===== src/hdl/assert_macros.svh =====
// ---------------------------------------------------------------------------
// assert_macros.svh
// shared assertion macros, clocked on clk and disabled while rst_n is low
// ---------------------------------------------------------------------------
`ifndef ASSERT_MACROS_SVH
`define ASSERT_MACROS_SVH

// property must hold at every clock edge out of reset
`define PQU_ASSERT(lbl, prop, msg) \
    lbl: assert property (@(posedge clk) disable iff (!rst_n) prop) \
        else $error(msg);

// expression must never be true at a clock edge out of reset
`define PQU_ASSERT_NEVER(lbl, expr, msg) \
    lbl: assert property (@(posedge clk) disable iff (!rst_n) !(expr)) \
        else $error(msg);

`endif


===== src/hdl/pqu_pkg.sv =====
// ---------------------------------------------------------------------------
// pqu_pkg
// shared types and constants of the plane query unit
// ---------------------------------------------------------------------------
package pqu_pkg;

    localparam int FRAC_BITS_DEF   = 16;
    localparam int COORD_WIDTH_DEF = 32;

    localparam int NORM_WIDTH      = 18;
    localparam int OFFSET_WIDTH    = 32;
    localparam int CFG_DATA_WIDTH  = 32;
    localparam int CFG_INDEX_WIDTH = 2;

    // cross product components are clamped to +-2^20
    localparam int CROSS_WIDTH     = 22;
    localparam int CROSS_MAG_WIDTH = 21;
    localparam logic signed [CROSS_WIDTH-1:0] CROSS_CLAMP = 22'sd1048576;

    // cycles from accepted start to done
    localparam int LATENCY = 5;

    localparam logic signed [NORM_WIDTH-1:0]   NORMAL_X_RST = 18'sd0;
    localparam logic signed [NORM_WIDTH-1:0]   NORMAL_Y_RST = 18'sd0;
    localparam logic signed [NORM_WIDTH-1:0]   NORMAL_Z_RST = 18'sd65536;
    localparam logic signed [OFFSET_WIDTH-1:0] OFFSET_RST   = 32'sd0;

    typedef enum logic [1:0] {
        FUNC_TRIANGLE = 2'd0,
        FUNC_PLANE    = 2'd1,
        FUNC_POINT    = 2'd2,
        FUNC_NEAREST  = 2'd3
    } func_t;

    typedef enum logic [CFG_INDEX_WIDTH-1:0] {
        REG_NORMAL_X     = 2'd0,
        REG_NORMAL_Y     = 2'd1,
        REG_NORMAL_Z     = 2'd2,
        REG_PLANE_OFFSET = 2'd3
    } cfg_index_t;

    // per-lane distance status handed to the merge stage
    typedef struct packed {
        logic neg;
        logic zero;
        logic touch;
    } dist_flags_t;

endpackage


===== src/hdl/pqu_proj_lane.sv =====
// ---------------------------------------------------------------------------
// pqu_proj_lane
// projection of one coordinate onto the plane, saturated
// ---------------------------------------------------------------------------
module pqu_proj_lane
    import pqu_pkg::*;
#(
    parameter int COORD_WIDTH = COORD_WIDTH_DEF,
    parameter int FRAC_BITS   = FRAC_BITS_DEF
)
(
    input  logic                          clk,
    input  logic signed [COORD_WIDTH-1:0] p,
    input  logic signed [COORD_WIDTH-1:0] fd,
    input  logic signed [NORM_WIDTH-1:0]  n,
    output logic signed [COORD_WIDTH-1:0] near
);

    localparam int PW    = COORD_WIDTH + NORM_WIDTH;
    localparam int EW0   = (COORD_WIDTH > PW - FRAC_BITS) ? COORD_WIDTH : PW - FRAC_BITS;
    localparam int EW    = EW0 + 1;
    localparam int DELAY = LATENCY - 1;
    localparam logic signed [COORD_WIDTH-1:0] SAT_MAX = {1'b0, {(COORD_WIDTH-1){1'b1}}};
    localparam logic signed [COORD_WIDTH-1:0] SAT_MIN = {1'b1, {(COORD_WIDTH-1){1'b0}}};

    logic signed [COORD_WIDTH-1:0] p_pipe_reg [DELAY];
    logic signed [PW-1:0]          prod_reg;
    logic signed [COORD_WIDTH-1:0] near_reg;
    logic signed [EW-1:0]          diff;
    logic                          fits;

    always_comb
    begin
        diff = EW'(p_pipe_reg[DELAY-1]) - EW'(prod_reg >>> FRAC_BITS);
        fits = (&diff[EW-1:COORD_WIDTH-1]) || (~|diff[EW-1:COORD_WIDTH-1]);
    end

    always_ff @(posedge clk)
    begin
        p_pipe_reg[0] <= p;
        for (int i = 1; i < DELAY; i++)
        begin
            p_pipe_reg[i] <= p_pipe_reg[i-1];
        end
        prod_reg <= fd * n;
        if (fits)
        begin
            near_reg <= diff[COORD_WIDTH-1:0];
        end
        else
        begin
            near_reg <= diff[EW-1] ? SAT_MIN : SAT_MAX;
        end
    end

    assign near = near_reg;

endmodule


===== config.mk =====
export PLATFORM = sky130hd
export DESIGN_NAME = pqu_proj_lane
export DESIGN_NICKNAME = d
export VERILOG_FILES = /design/src/hdl/assert_macros.svh /design/src/hdl/pqu_pkg.sv /design/src/hdl/pqu_proj_lane.sv
export SDC_FILE = /design/constraint.sdc
export NUM_CORES = 2
export LEC_CHECK = 0
export BUFFER_PORTS_ARGS = -buffer_cell sky130_fd_sc_hd__buf_2
export CORE_MARGIN = 2
export CORE_UTILIZATION = 65
export CTS_CLUSTER_DIAMETER = 150
export DETAILED_ROUTE_END_ITERATION = 12
export GPL_TIMING_DRIVEN = 0
export PLACE_DENSITY = 0.85
export SLEW_MARGIN = 25
export SYNTH_ARGS = -nofsm -noshare
export SYNTH_HDL_FRONTEND = slang
export SYNTH_SLANG_ARGS = --single-unit
export TNS_END_PERCENT = 1

===== constraint.sdc =====
create_clock -name clk -period 10.6 [get_ports clk]
set_input_delay 2.12 -clock clk [delete_from_list [all_inputs] [get_ports clk]]
set_output_delay 2.12 -clock clk [all_outputs]
set_load 0.02 [all_outputs]

# ---- Word-level counts from Yosys, hierarchy flattened
# Memories as Yosys holds them, arrays and structs flattened.
# Cells that the tools add are included.
dict set report word_totals {
  register_bits 82
  elab_cells 11
  input_bits 83
  out_inout_bits 32
  mem_bits_rw 128
  mem_bits_ro 0
  latch_bits 0
  n_memories 1
}
# memory depth width rd rd_ports_with_merged_regs write_ports line_no
set mem_list {}
lappend mem_list {p_pipe_reg 4 32 4 0 4 pqu_proj_lane.sv:26} ;# logic signed [COORD_WIDTH-1:0] p_pipe_reg [DELAY];
dict set report op_classes {
  n_reduce_logical 4
  bitwise 0
  eq_ne 0
  shifts 0
  n_mul 1
  muxes 2
  n_addsub 1
  n_lt_le_gt_ge 0
  div 0
}
# op n
set op_table {}
lappend op_table {{$mux 32} 2}
lappend op_table {{$mul 32x18->50} 1}
lappend op_table {{$sub 32x34->35} 1}
lappend op_table {{$reduce_and 4->1} 1}
lappend op_table {{$reduce_or 4->1} 1}
lappend op_table {{$logic_not 1->1} 1}
lappend op_table {{$logic_or 1x1->1} 1}

# ---- Depth between registers and ports, before layout
dict set report depth {
  depth_word 5
  mapped_depth 26
  mapped_depth_nobuf 25
}

# ---- Worst setup path before layout
# No wires, ideal clock.
dict set report synth_path {
  path_type {input to register}
  start {in fd[25]}
  end {reg prod_reg[44]}
  setup_time_ns 0.127
  required_time_ns 10.473
  path_slack_ns 2.622
  path_buffers 2
  t_arrival_ns 7.851
  path_stages 23
  path_cell_list {clkbuf_1 > clkbuf_1 > nand2_1 > fa_1 > fa_1 > fa_1 > inv_1 > fa_1 > fa_1 > inv_1 > fa_1 > inv_1 > ha_1 > a21o_1 > a21o_1 > a21o_1 > nor2b_1 > a211oi_1 > a21oi_1 > o21ai_0 > nor2b_1 > o21ai_0 > xor2_1}
}
dict set report synth_via {
  elab_chain_len 1
}
# item line_no
set synth_rtl {}
lappend synth_rtl {{start: declaration} pqu_proj_lane.sv:14} ;# input logic signed [COORD_WIDTH-1:0] fd,
lappend synth_rtl {{$mul 32x18->50} pqu_proj_lane.sv:45} ;# prod_reg <= fd * n;
lappend synth_rtl {{end signal: assignment} pqu_proj_lane.sv:45}
lappend synth_rtl {{end: declaration} pqu_proj_lane.sv:27} ;# logic signed [PW-1:0] prod_reg;
# No other way between the ends.

# ---- Worst setup path in the final report
dict set report layout_path {
  start {in n[2]}
  end {reg prod_reg[49]}
}
dict set report layout_via {
  elab_chain_len 1
}
# item line_no
set layout_rtl {}
lappend layout_rtl {{start: declaration} pqu_proj_lane.sv:15} ;# input logic signed [NORM_WIDTH-1:0] n,
lappend layout_rtl {{$mul 32x18->50} pqu_proj_lane.sv:45}
# No other way between the ends.

==> results.md <==
* Outcome: finished, final reports clean
* Worst-margin pin slew at 979 ps
* Crit. End Element: flip-flop
* RR Startpoint: prod_reg[20]
* Post-Synthesis Cells at 2668
* Cts repair resizes at 0
* Row count at 72
* Most frequent cells in the layout: inv_1 (658), fa_1 (553), nand2_1 (348), and2_1 (227), dfxtp_1 (194)
* Post-route antenna net violation count at 0
* Flip-flop count of the largest register after layout at 128
* Vias in the first global route at 20900
* Clock latency on the worst-skew pair at 440 ps
* Clock sinks at 194
* Hold-fix buffer count after cts at 0
* FMAX at 104 MHz
* Total track usage at 36.0%
* DR vias at 18700
* Yosys reg bits at 194
* Initial DRC count at 1450
* Cell depth of the worst flop-to-flop path at 12
* # Post-CTS Setup Buffers at 0
* Root Driver: clkbuf_16
* Max-Cap Viols at 0
* Post-synth EDFFs at 0
* Slew Viols, Final at 0
* CTS Buf Count at 17
* Synthesized cell area at 25400 um^2
* Largest net degree at the start of global routing at 20
* CTS tree: built
* DR WL/cell at 20.6 um
* Post-synthesis async set-or-reset flop share at 0%
* Detailed Route WL at 68.6 mm
* Synth unique cells at 59
* Ports at 115
* CP Capture Point: prod_reg[49]
* Clock skew at 15.7 ps
* Die Width at 202 um
* Seq/Total Area, Yosys at 15.3%
* Initial antenna violation count at 4
* Area of the multi-input gates at 18600 um^2
* Grt total ovfl at 0
* First-pass GRT wire length at 110 mm
* R2r endpoint: near[30]
* Critical Path Start: n[2]
* Fill count at 2921
* WP data arrival at 9980 ps
* RSZ-0062 raised after global routing: false
* Input/output buffers at 102
* Final Wtd Congestion at 0.997
* Setup Crit Path Kind: in -> reg
* Die ar. at 40700 um^2
* DRC Markers at 0
* Syn Area/Cell at 9.54 um^2
* Fin nets at 3575
* Clk buf depth at 2
* Prevailing post-synth register cell: dfxtp_1
* Starting Density at 65.8%
* Setup-failing EPs final at 0
* Net Count, Synth at 3454
* Length of the first detailed-routing pass in iterations at 5
* Fin crit period at 9650 ps
* Fin crit share at 91.1%
* Max H-tree Level at 4
* Post-detail-place hpwl at 56.4 mm
* Fin. Hold Viols at 0
* R2R setup slack at 6480 ps
* Startpoint class of the critical path: input port
* Via-per-instance ratio at 5.61
* Worst hold path type: reg -> reg
* CP required at 10920 ps
* Core area at 38600 um^2
* Setup TNS at 0 ps
* Clk slew on worst S/H paths at 80 ps
* Layout cells sized above 1 at 5.35%
* Commonest non-fill, non-tap cell in the layout: inv_1
* Die extent in y at 202 um
* Ys Warns at 0
* Crit-path max FO at 10
* Sequential Area at 3880 um^2
* Synth-to-Final Area Change at 6.95%
* Max-slew headroom at 34.8%
per-stage QoR:
step	hold slack [ps]	area (um^2)	util, %	cells	worst slack, ps
finish	317	27200	70.4	3325	949
global route	332	27200	70.4	3322	780
floorplan	310	25400	-	2668	2620
CTS	324	27200	70.4	3320	1120
detailed placement	312	26600	68.8	3288	660
global placement	310	26600	68.8	3288	736
worst min-delay path by stage:
| stage | startpoint | end | slack (ps) | cells past startpoint |
|---|---|---|---|---|
| 2_1_floorplan | p_pipe_reg[0][0] | p_pipe_reg[1][0] | 310 | 0 |
| 3_3_place_gp | p_pipe_reg[1][31] | p_pipe_reg[2][31] | 310 | 0 |
| 3_5_place_dp | p_pipe_reg[0][1] | p_pipe_reg[1][1] | 310 | 0 |
| 4_1_cts | p_pipe_reg[2][1] | p_pipe_reg[3][1] | 320 | 0 |
| 5_1_grt | p_pipe_reg[1][8] | p_pipe_reg[2][8] | 330 | 0 |
| 6_report | p_pipe_reg[2][1] | p_pipe_reg[3][1] | 320 | 0 |
critical path: stages:
cell,delay [ps]
buf_2,140
clkbuf_1,720
nand2_1,150
fa_1,520
inv_1,50
fa_1,490
inv_1,50
fa_1,470
fa_1,520
inv_1,60
fa_1,560
fa_1,430
ha_1,380
nand2_1,250
o22ai_1,150
a211oi_1,740
nand4bb_1,440
nand4b_1,310
a21oi_1,170
o21ai_0,540
o21bai_1,240
a31oi_1,250
xnor2_1,210
logic make-up after synthesis:
family / after synthesis / synth area share [%]
compound gates: 197 / 5.26
mux: 31 / 1.24
flops: 194 / 15.3
buf+inv: 766 / 11.4
xor+xnor: 73 / 2.51
fa+ha+maj: 703 / 50.9
simple gates: 704 / 13.4
layer usage:
metal | vias to the layer above | track usage (%) | routed length (um)
met5 | - | 0 | 0
met4 | 0 | 21.0 | 4810
met3 | 273 | 7.34 | 5940
met2 | 871 | 60.5 | 33300
met1 | 9477 | 43.2 | 24600
li1 | 8035 | - | -
cells in the mapped netlist, drive strengths merged (10+ instances only):
master / number / area [um^2]
a211oi: 10 / 80.1
a21o: 45 / 338
a21oi: 64 / 320
and2: 227 / 1420
clkbuf: 103 / 387
dfxtp: 194 / 3880
fa: 553 / 11100
ha: 150 / 1880
inv: 658 / 2470
mux2i: 29 / 290
nand2: 348 / 1310
nand2b: 16 / 100
nand4: 12 / 75.1
nor2: 52 / 198
nor2b: 11 / 68.8
o21ai: 27 / 139
o21bai: 11 / 93.8
xnor2: 50 / 438
xor2: 23 / 201
final cells by class:
class	count	area share, %
Multi-Input combinational cell	1708	68.5
Sequential cell	194	14.3
Inverter	658	9.08
Tap cell	518	2.38
Timing Repair Buffer	102	1.88
Buffer	108	1.60
Clock buffer	18	1.58
Clock inverter	14	0.621
Antenna cell	5	0.0460
Power is not shown: default switching activity piles up to over one toggle a cycle in this logic, so the estimate is an artifact.
