===== src/hdl/assert_macros.svh =====
// ---------------------------------------------------------------------------
// assert_macros.svh
// shared assertion macros, clocked on clk and disabled while rst_n is low
// ---------------------------------------------------------------------------
`ifndef ASSERT_MACROS_SVH
`define ASSERT_MACROS_SVH

// property must hold at every clock edge out of reset
`define PQU_ASSERT(lbl, prop, msg) \
    lbl: assert property (@(posedge clk) disable iff (!rst_n) prop) \
        else $error(msg);

// expression must never be true at a clock edge out of reset
`define PQU_ASSERT_NEVER(lbl, expr, msg) \
    lbl: assert property (@(posedge clk) disable iff (!rst_n) !(expr)) \
        else $error(msg);

`endif


===== src/hdl/pqu_pkg.sv =====
// ---------------------------------------------------------------------------
// pqu_pkg
// shared types and constants of the plane query unit
// ---------------------------------------------------------------------------
package pqu_pkg;

    localparam int FRAC_BITS_DEF   = 16;
    localparam int COORD_WIDTH_DEF = 32;

    localparam int NORM_WIDTH      = 18;
    localparam int OFFSET_WIDTH    = 32;
    localparam int CFG_DATA_WIDTH  = 32;
    localparam int CFG_INDEX_WIDTH = 2;

    // cross product components are clamped to +-2^20
    localparam int CROSS_WIDTH     = 22;
    localparam int CROSS_MAG_WIDTH = 21;
    localparam logic signed [CROSS_WIDTH-1:0] CROSS_CLAMP = 22'sd1048576;

    // cycles from accepted start to done
    localparam int LATENCY = 5;

    localparam logic signed [NORM_WIDTH-1:0]   NORMAL_X_RST = 18'sd0;
    localparam logic signed [NORM_WIDTH-1:0]   NORMAL_Y_RST = 18'sd0;
    localparam logic signed [NORM_WIDTH-1:0]   NORMAL_Z_RST = 18'sd65536;
    localparam logic signed [OFFSET_WIDTH-1:0] OFFSET_RST   = 32'sd0;

    typedef enum logic [1:0] {
        FUNC_TRIANGLE = 2'd0,
        FUNC_PLANE    = 2'd1,
        FUNC_POINT    = 2'd2,
        FUNC_NEAREST  = 2'd3
    } func_t;

    typedef enum logic [CFG_INDEX_WIDTH-1:0] {
        REG_NORMAL_X     = 2'd0,
        REG_NORMAL_Y     = 2'd1,
        REG_NORMAL_Z     = 2'd2,
        REG_PLANE_OFFSET = 2'd3
    } cfg_index_t;

    // per-lane distance status handed to the merge stage
    typedef struct packed {
        logic neg;
        logic zero;
        logic touch;
    } dist_flags_t;

endpackage


===== src/hdl/pqu_merge.sv =====
// ---------------------------------------------------------------------------
// pqu_merge
// combines lane findings into the hit flag of the selected query
// ---------------------------------------------------------------------------
`include "assert_macros.svh"

module pqu_merge
    import pqu_pkg::*;
#(
    parameter int FRAC_BITS  = FRAC_BITS_DEF,
    localparam int MAG_WIDTH = 2 * FRAC_BITS - 8
)
(
    input  logic                 clk,
    input  logic                 rst_n,
    input  func_t                func,
    input  logic [MAG_WIDTH-1:0] mag_a,
    input  logic [MAG_WIDTH-1:0] mag_b,
    input  logic [MAG_WIDTH-1:0] mag_c,
    input  dist_flags_t          flags_a,
    input  dist_flags_t          flags_b,
    input  dist_flags_t          flags_c,
    input  logic                 par_hit,
    output logic                 hit
);

    localparam logic [63:0] TOUCH_THR = ((64'd1 << (2 * FRAC_BITS)) + 64'd500) / 64'd1000;

    logic [MAG_WIDTH+1:0] mag_sum;
    logic                 sign_split;
    logic                 tri_hit_reg;
    logic                 pt_hit_reg;
    func_t                func_reg;
    logic                 hit_reg;
    logic                 hit_next;

    always_comb
    begin
        mag_sum    = (MAG_WIDTH+2)'(mag_a) + (MAG_WIDTH+2)'(mag_b) + (MAG_WIDTH+2)'(mag_c);
        sign_split = !((flags_a.neg == flags_b.neg) && (flags_a.zero == flags_b.zero) &&
                       (flags_b.neg == flags_c.neg) && (flags_b.zero == flags_c.zero));
    end

    always_comb
    begin
        case (func_reg)
            FUNC_TRIANGLE: hit_next = tri_hit_reg;
            FUNC_PLANE:    hit_next = par_hit;
            FUNC_POINT:    hit_next = pt_hit_reg;
            FUNC_NEAREST:  hit_next = 1'b0;
            default:       hit_next = 1'b0;
        endcase
    end

    always_ff @(posedge clk)
    begin
        tri_hit_reg <= (mag_sum < TOUCH_THR) || sign_split;
        pt_hit_reg  <= flags_a.touch;
        func_reg    <= func;
        hit_reg     <= hit_next;
    end

    assign hit = hit_reg;

    `PQU_ASSERT(a_nearest_no_hit, ((func_reg == FUNC_NEAREST) |=> !hit_reg), "nearest query reported a hit")

endmodule


===== config.mk =====
export PLATFORM = sky130hd
export DESIGN_NAME = pqu_merge
export DESIGN_NICKNAME = d
export VERILOG_FILES = /design/src/hdl/pqu_pkg.sv /design/src/hdl/pqu_merge.sv
export VERILOG_INCLUDE_DIRS = /design/src /design/src/hdl
export SDC_FILE = /design/constraint.sdc
export NUM_CORES = 1
export LEC_CHECK = 0
export ABC_AREA = 0
export BUFFER_PORTS_ARGS = -buffer_cell sky130_fd_sc_hd__buf_2
export CAP_MARGIN = 15
export CORE_MARGIN = 1
export CORE_UTILIZATION = 35
export CTS_BUF_LIST = sky130_fd_sc_hd__clkbuf_4 sky130_fd_sc_hd__clkbuf_8
export CTS_CLUSTER_DIAMETER = 150
export DETAILED_ROUTE_END_ITERATION = 10
export HOLD_SLACK_MARGIN = 0.12
export PLACE_DENSITY = 0.65
export SETUP_SLACK_MARGIN = 0.3
export SKIP_LAST_GASP = 1
export SYNTH_ARGS = -nofsm -noshare
export SYNTH_HDL_FRONTEND = slang
export SYNTH_SLANG_ARGS = --single-unit

===== constraint.sdc =====
create_clock -name clk -period 4.25 [get_ports clk]
set_input_delay 0.425 -clock clk [delete_from_list [all_inputs] [get_ports clk]]
set_output_delay 0.425 -clock clk [all_outputs]
set_load 0.005 [all_outputs]

Yosys cells after proc, flatten, opt, wreduce, memory -nomap -nowiden
Index checks and enable logic that the tools add are counted.
Operators by class
  $add $sub $neg: 2
  $lt $le $gt $ge: 1
  equal/unequal tests: 7
  mux-type cells: 1
  reductions and logical operators: 6
Operators by type and width (count)
  25-bit by 24-bit adder with 26-bit output: 1
  26-bit by 23-bit < comparator with 1-bit output, second input constant: 1
  24-bit by 24-bit adder with 25-bit output: 1
  1-bit equality test: 4
  2-bit equality test, second input constant: 2
  1-bit one-hot mux with 4 select lines: 1
  1-bit logical AND: 3
  2-bit by 1-bit equality test with 1-bit output, second input constant: 1
  2-bit zero test: 1
  1-bit zero test: 1
  1-bit logical OR: 1
Word-level totals
  bits in registers: 5
  input bits: 86
  output and inout port bits: 1

Longest topological paths before layout
  word-level depth: 6
  gate-level depth with buffers: 14
  depth with buffers taken out: 14

Least setup slack after synthesis
No wires, ideal clock.
  kind: input -> register
  start: input mag_a[1]
  end: register tri_hit_reg
  arrival: 3.180 ns
  required time: 4.159 ns
  setup slack: 0.979 ns
  cell stages on the path: 14
  buffers on the path: 0
  path through: inv_1 fa_1 inv_1 ha_1 fa_1 a211oi_1 o211ai_1 a21boi_2 o41ai_2 a22oi_2 a211oi_2 nor4b_1 a211oi_1 a311oi_1
On the way
  cells in the longest elaborated chain, start to end: 4
RTL lines
  start, declared: RTL line pqu_merge.sv:17  | input logic [MAG_WIDTH-1:0] mag_a,
  24-bit by 24-bit adder with 25-bit output: RTL line pqu_merge.sv:39  | mag_sum = (MAG_WIDTH+2)'(mag_a) + (MAG_WIDTH+2)'(mag_b) + (MAG_WIDTH+2)'(mag_c);
  25-bit by 24-bit adder with 26-bit output: RTL line pqu_merge.sv:39
  26-bit by 23-bit < comparator with 1-bit output: RTL line pqu_merge.sv:57  | tri_hit_reg <= (mag_sum < TOUCH_THR) || sign_split;
  1-bit logical OR: RTL line pqu_merge.sv:57
  end signal, assigned: RTL line pqu_merge.sv:57
  end, declared: RTL line pqu_merge.sv:31  | logic tri_hit_reg;
No other way between the ends.

Worst setup path in the final report
Same ends and word-level chain as after synthesis.

==> impl_metrics.py <==
metrics = {
    "run_status": {
        "status": "finished clean",
    },
    "floorplan": {
        "pin_count": 87,
        "core-area_mm2": 0.005205,
        "dieArea_mm2": 0.005828,
        "die_width_um": 76.34,
        "starting_density_of_the_core_pct": 37.16,
        "num_rows": 26,
        "chipHeight_um": 76.34,
    },
    "grt": {
        "number_of_global_route_vias_before_repair": 1892,
        "grt_start_max_net_pins": 12,
        "grt-ovfl-total": 0,
        "antenna_found_initial": 0,
        "wire_length_of_the_first_global_routing_pass_um": 7610,
        "grt_use_total_pct": 15.21,
    },
    "layout": {
        "fin_util_pct": 47.45,
        "layout_common_cells": "83 x sky130_fd_sc_hd__buf_2, 25 x sky130_fd_sc_hd__fa_1, 23 x sky130_fd_sc_hd__ha_1, 18 x sky130_fd_sc_hd__a21oi_1, 17 x sky130_fd_sc_hd__nor2_1",
        "areaGrowthSynthToFinish_pct": 27.68,
        "largest_register_ffs": 2,
        "fin_nets": 440,
        "diodes": 0,
        "drive_gt1_share_pct": 33.11,
        "final_std_cell_area_no_fill_mm2": 0.002470,
        "layout_commonest_cell": "sky130_fd_sc_hd__buf_2",
        "final_cells": 375,
    },
    "clock_network": {
        "cts_tree": "done",
        "cts_resized": 0,
        "clock_tree.htree_level_count": 1,
        "cts.sinks": 5,
        "worst_skew_late_latency_ns": 0.22,
        "inserted_clock_buffers": 3,
        "cts.hold.buffers_added": 0,
        "max-clock-path-buffers": 2,
        "cts-root-buf": "sky130_fd_sc_hd__clkbuf_8",
        "postCtsSetupBuffers": 0,
        "clkTransAtPathRegs_ns": 0.03,
    },
    "timing": {
        "rsz0062_at_grt": "no",
        "setup-tns-final_ns": 0,
        "max_clock_freq_ghz": 0.2856,
        "finalCritPeriodShare_pct": 82.38,
        "timing_hold_violations_final": 0,
        "drv_slew": 0,
        "fin_crit_ns": 3.501,
        "finalSetupViolCount": 0,
        "worst_pin_slew_ns": 0.3753,
        "timing.slew.headroom_pct": 74.34,
        "setup_skew_ns": 0.0002228,
    },
    "setup_path": {
        "timing.critical_path.cells": "buf_2, inv_1, fa_1, inv_1, ha_1, fa_1, a211oi_1, o211ai_1, a21boi_2, o41ai_2, a22oi_2, a211oi_2, nor4b_1, a211oi_1, a311oi_1",
        "cp-start-kind": "primary input",
        "worst-path-buf-inv": 3,
        "cp.arrival_ns": 3.62,
        "crit_type": "primary input to flip-flop",
        "crit_path_largest_cell_delay_ns": 0.53,
        "critical-path-top-delay-family": "compound AO/OA/AOI/OAI gates",
        "worstPathMaxFanout": 4,
        "critical-path-slowest-cell": "sky130_fd_sc_hd__fa_1",
        "crit_required_ns": 4.37,
        "end_kind": "flip-flop",
    },
    "logic_synthesis": {
        "synthesis.nets": 354,
        "netlist-cell-type-count": 51,
        "avgSynthCellArea_um2": 8.793,
        "synth_top_cells_by_area": "sky130_fd_sc_hd__fa_1 26%, sky130_fd_sc_hd__ha_1 15%, sky130_fd_sc_hd__dfxtp_1 5.2%, sky130_fd_sc_hd__a21oi_1 4.7%, sky130_fd_sc_hd__xnor2_1 4.1%",
        "netlist.area_leader.share_pct": 25.87,
        "synth-edff-count": 0,
        "cell_accounting_for_the_most_synthesized_area": "sky130_fd_sc_hd__fa_1",
        "synth-async-reset-ratio_pct": 0,
        "synth-warning-count": 0,
        "synth_sequential_area_ratio_pct": 5.175,
        "register_bit_count_reported_by_yosys": 5,
        "synth-main-ff-cell": "sky130_fd_sc_hd__dfxtp_1",
        "syn_inst": 220,
        "syn_area_mm2": 0.001934,
    },
    "pwr": {
        "power-per-cell-area_mw_per_mm2": 275.0,
        "power.leakage_nw": 1.171,
        "irDropWorstVdd_mv": 0.1058,
    },
    "placement": {
        "port_buffers": 83,
        "place_area_mm2": 0.002421,
        "total_instance_count_after_detailed_placement": 371,
        "detailedPlacementHpwl_um": 3804,
        "finalWeightedCongestion": 0.8045,
    },
    "routing": {
        "route.detailed.vias_per_inst": 5.152,
        "drt_first_iter_violations": 68,
        "route.detailed.wl_per_inst_um": 11.18,
        "routed_wl_um": 4193,
        "count_of_vias_placed_by_the_detailed_router": 1932,
        "remaining_drc_errors": 0,
        "detail-route-antenna-nets": 0,
        "dr.pass1.iters": 4,
    },
    "flow_run": {
        "maxCapViolCount": 0,
    },
    "min_path": {
        "holdCritPathClass": "primary input to flip-flop",
    },
}
synthesized netlist by cell type (4+ instances only):
cell type                  count
sky130_fd_sc_hd__a211oi_1      4
sky130_fd_sc_hd__a21o_1        5
sky130_fd_sc_hd__a21oi_1      18
sky130_fd_sc_hd__and3_1        5
sky130_fd_sc_hd__dfxtp_1       5
sky130_fd_sc_hd__fa_1         25
sky130_fd_sc_hd__ha_1         23
sky130_fd_sc_hd__inv_1        13
sky130_fd_sc_hd__nand2_1      15
sky130_fd_sc_hd__nand3_1       5
sky130_fd_sc_hd__nor2_1       17
sky130_fd_sc_hd__nor3_1        9
sky130_fd_sc_hd__o211ai_1      4
sky130_fd_sc_hd__o21ai_0       9
sky130_fd_sc_hd__o22ai_1       5
sky130_fd_sc_hd__xnor2_1       9
sky130_fd_sc_hd__xor2_1        4
final timing paths:
check | from | to | depth (start not counted) | slack (ns)
worst max-delay path | mag_a[1] | tri_hit_reg | 15 | 0.75
worst min-delay path | flags_a[0] | pt_hit_reg | 1 | 0.31
worst max register to register | func_reg[1] | hit | 2 | 3.51
worst min register to register | func_reg[1] | hit | 1 | 0.46
kinds of logic after synthesis:
family / synth area share (%)
flip-flops: 5.175
AND/OR/NAND/NOR: 16.62
buffers and inverters: 3.363
multiplexers: 1.552
XOR/XNOR: 5.886
adder cells (fa/ha/maj): 40.75
AO/OA/AOI/OAI: 26.65
layout make-up:
| cell class | instances | area, um2 |
|---|---|---|
| fill | 526 | 2735 |
| multi-input combinational | 200 | 1769 |
| timing repair buffer | 83 | 415.4 |
| sequential | 5 | 100.1 |
| tap | 70 | 87.58 |
| clock buffer | 4 | 48.80 |
| inverter | 13 | 48.80 |
per-stage QoR:
step           setup WS, ns  hold WS [ns]  total power [W]
3_3_place_gp         0.5668        0.4430        0.0005803
2_1_floorplan        0.9794        0.4241        0.0004621
4_1_cts              0.7400        0.3055        0.0006865
5_1_grt              0.4277        0.3004        0.0007608
6_report             0.7487        0.3091        0.0006792
3_5_place_dp         0.5217        0.4560        0.0005891
power by group:
part | internal, W | total [W] | switching, W
Combinational | 0.000247 | 0.000535 | 0.000289
Sequential | 0.0000510 | 0.0000522 | 0.00000123
Clock | 0.0000705 | 0.0000916 | 0.0000210
Total | 0.000368 | 0.000679 | 0.000311
metal layers:
| metal | vias up | global-route usage, % | share of wire, % |
|---|---|---|---|
| met5 | - | 0 | 0 |
| met4 | 0 | 2.308 | 0 |
| met3 | 0 | 1.317 | 4.4 |
| met2 | 54 | 28.65 | 52 |
| met1 | 891 | 18.95 | 44 |
| li1 | 987 | - | - |
Power figures use the tool's default switching activity.
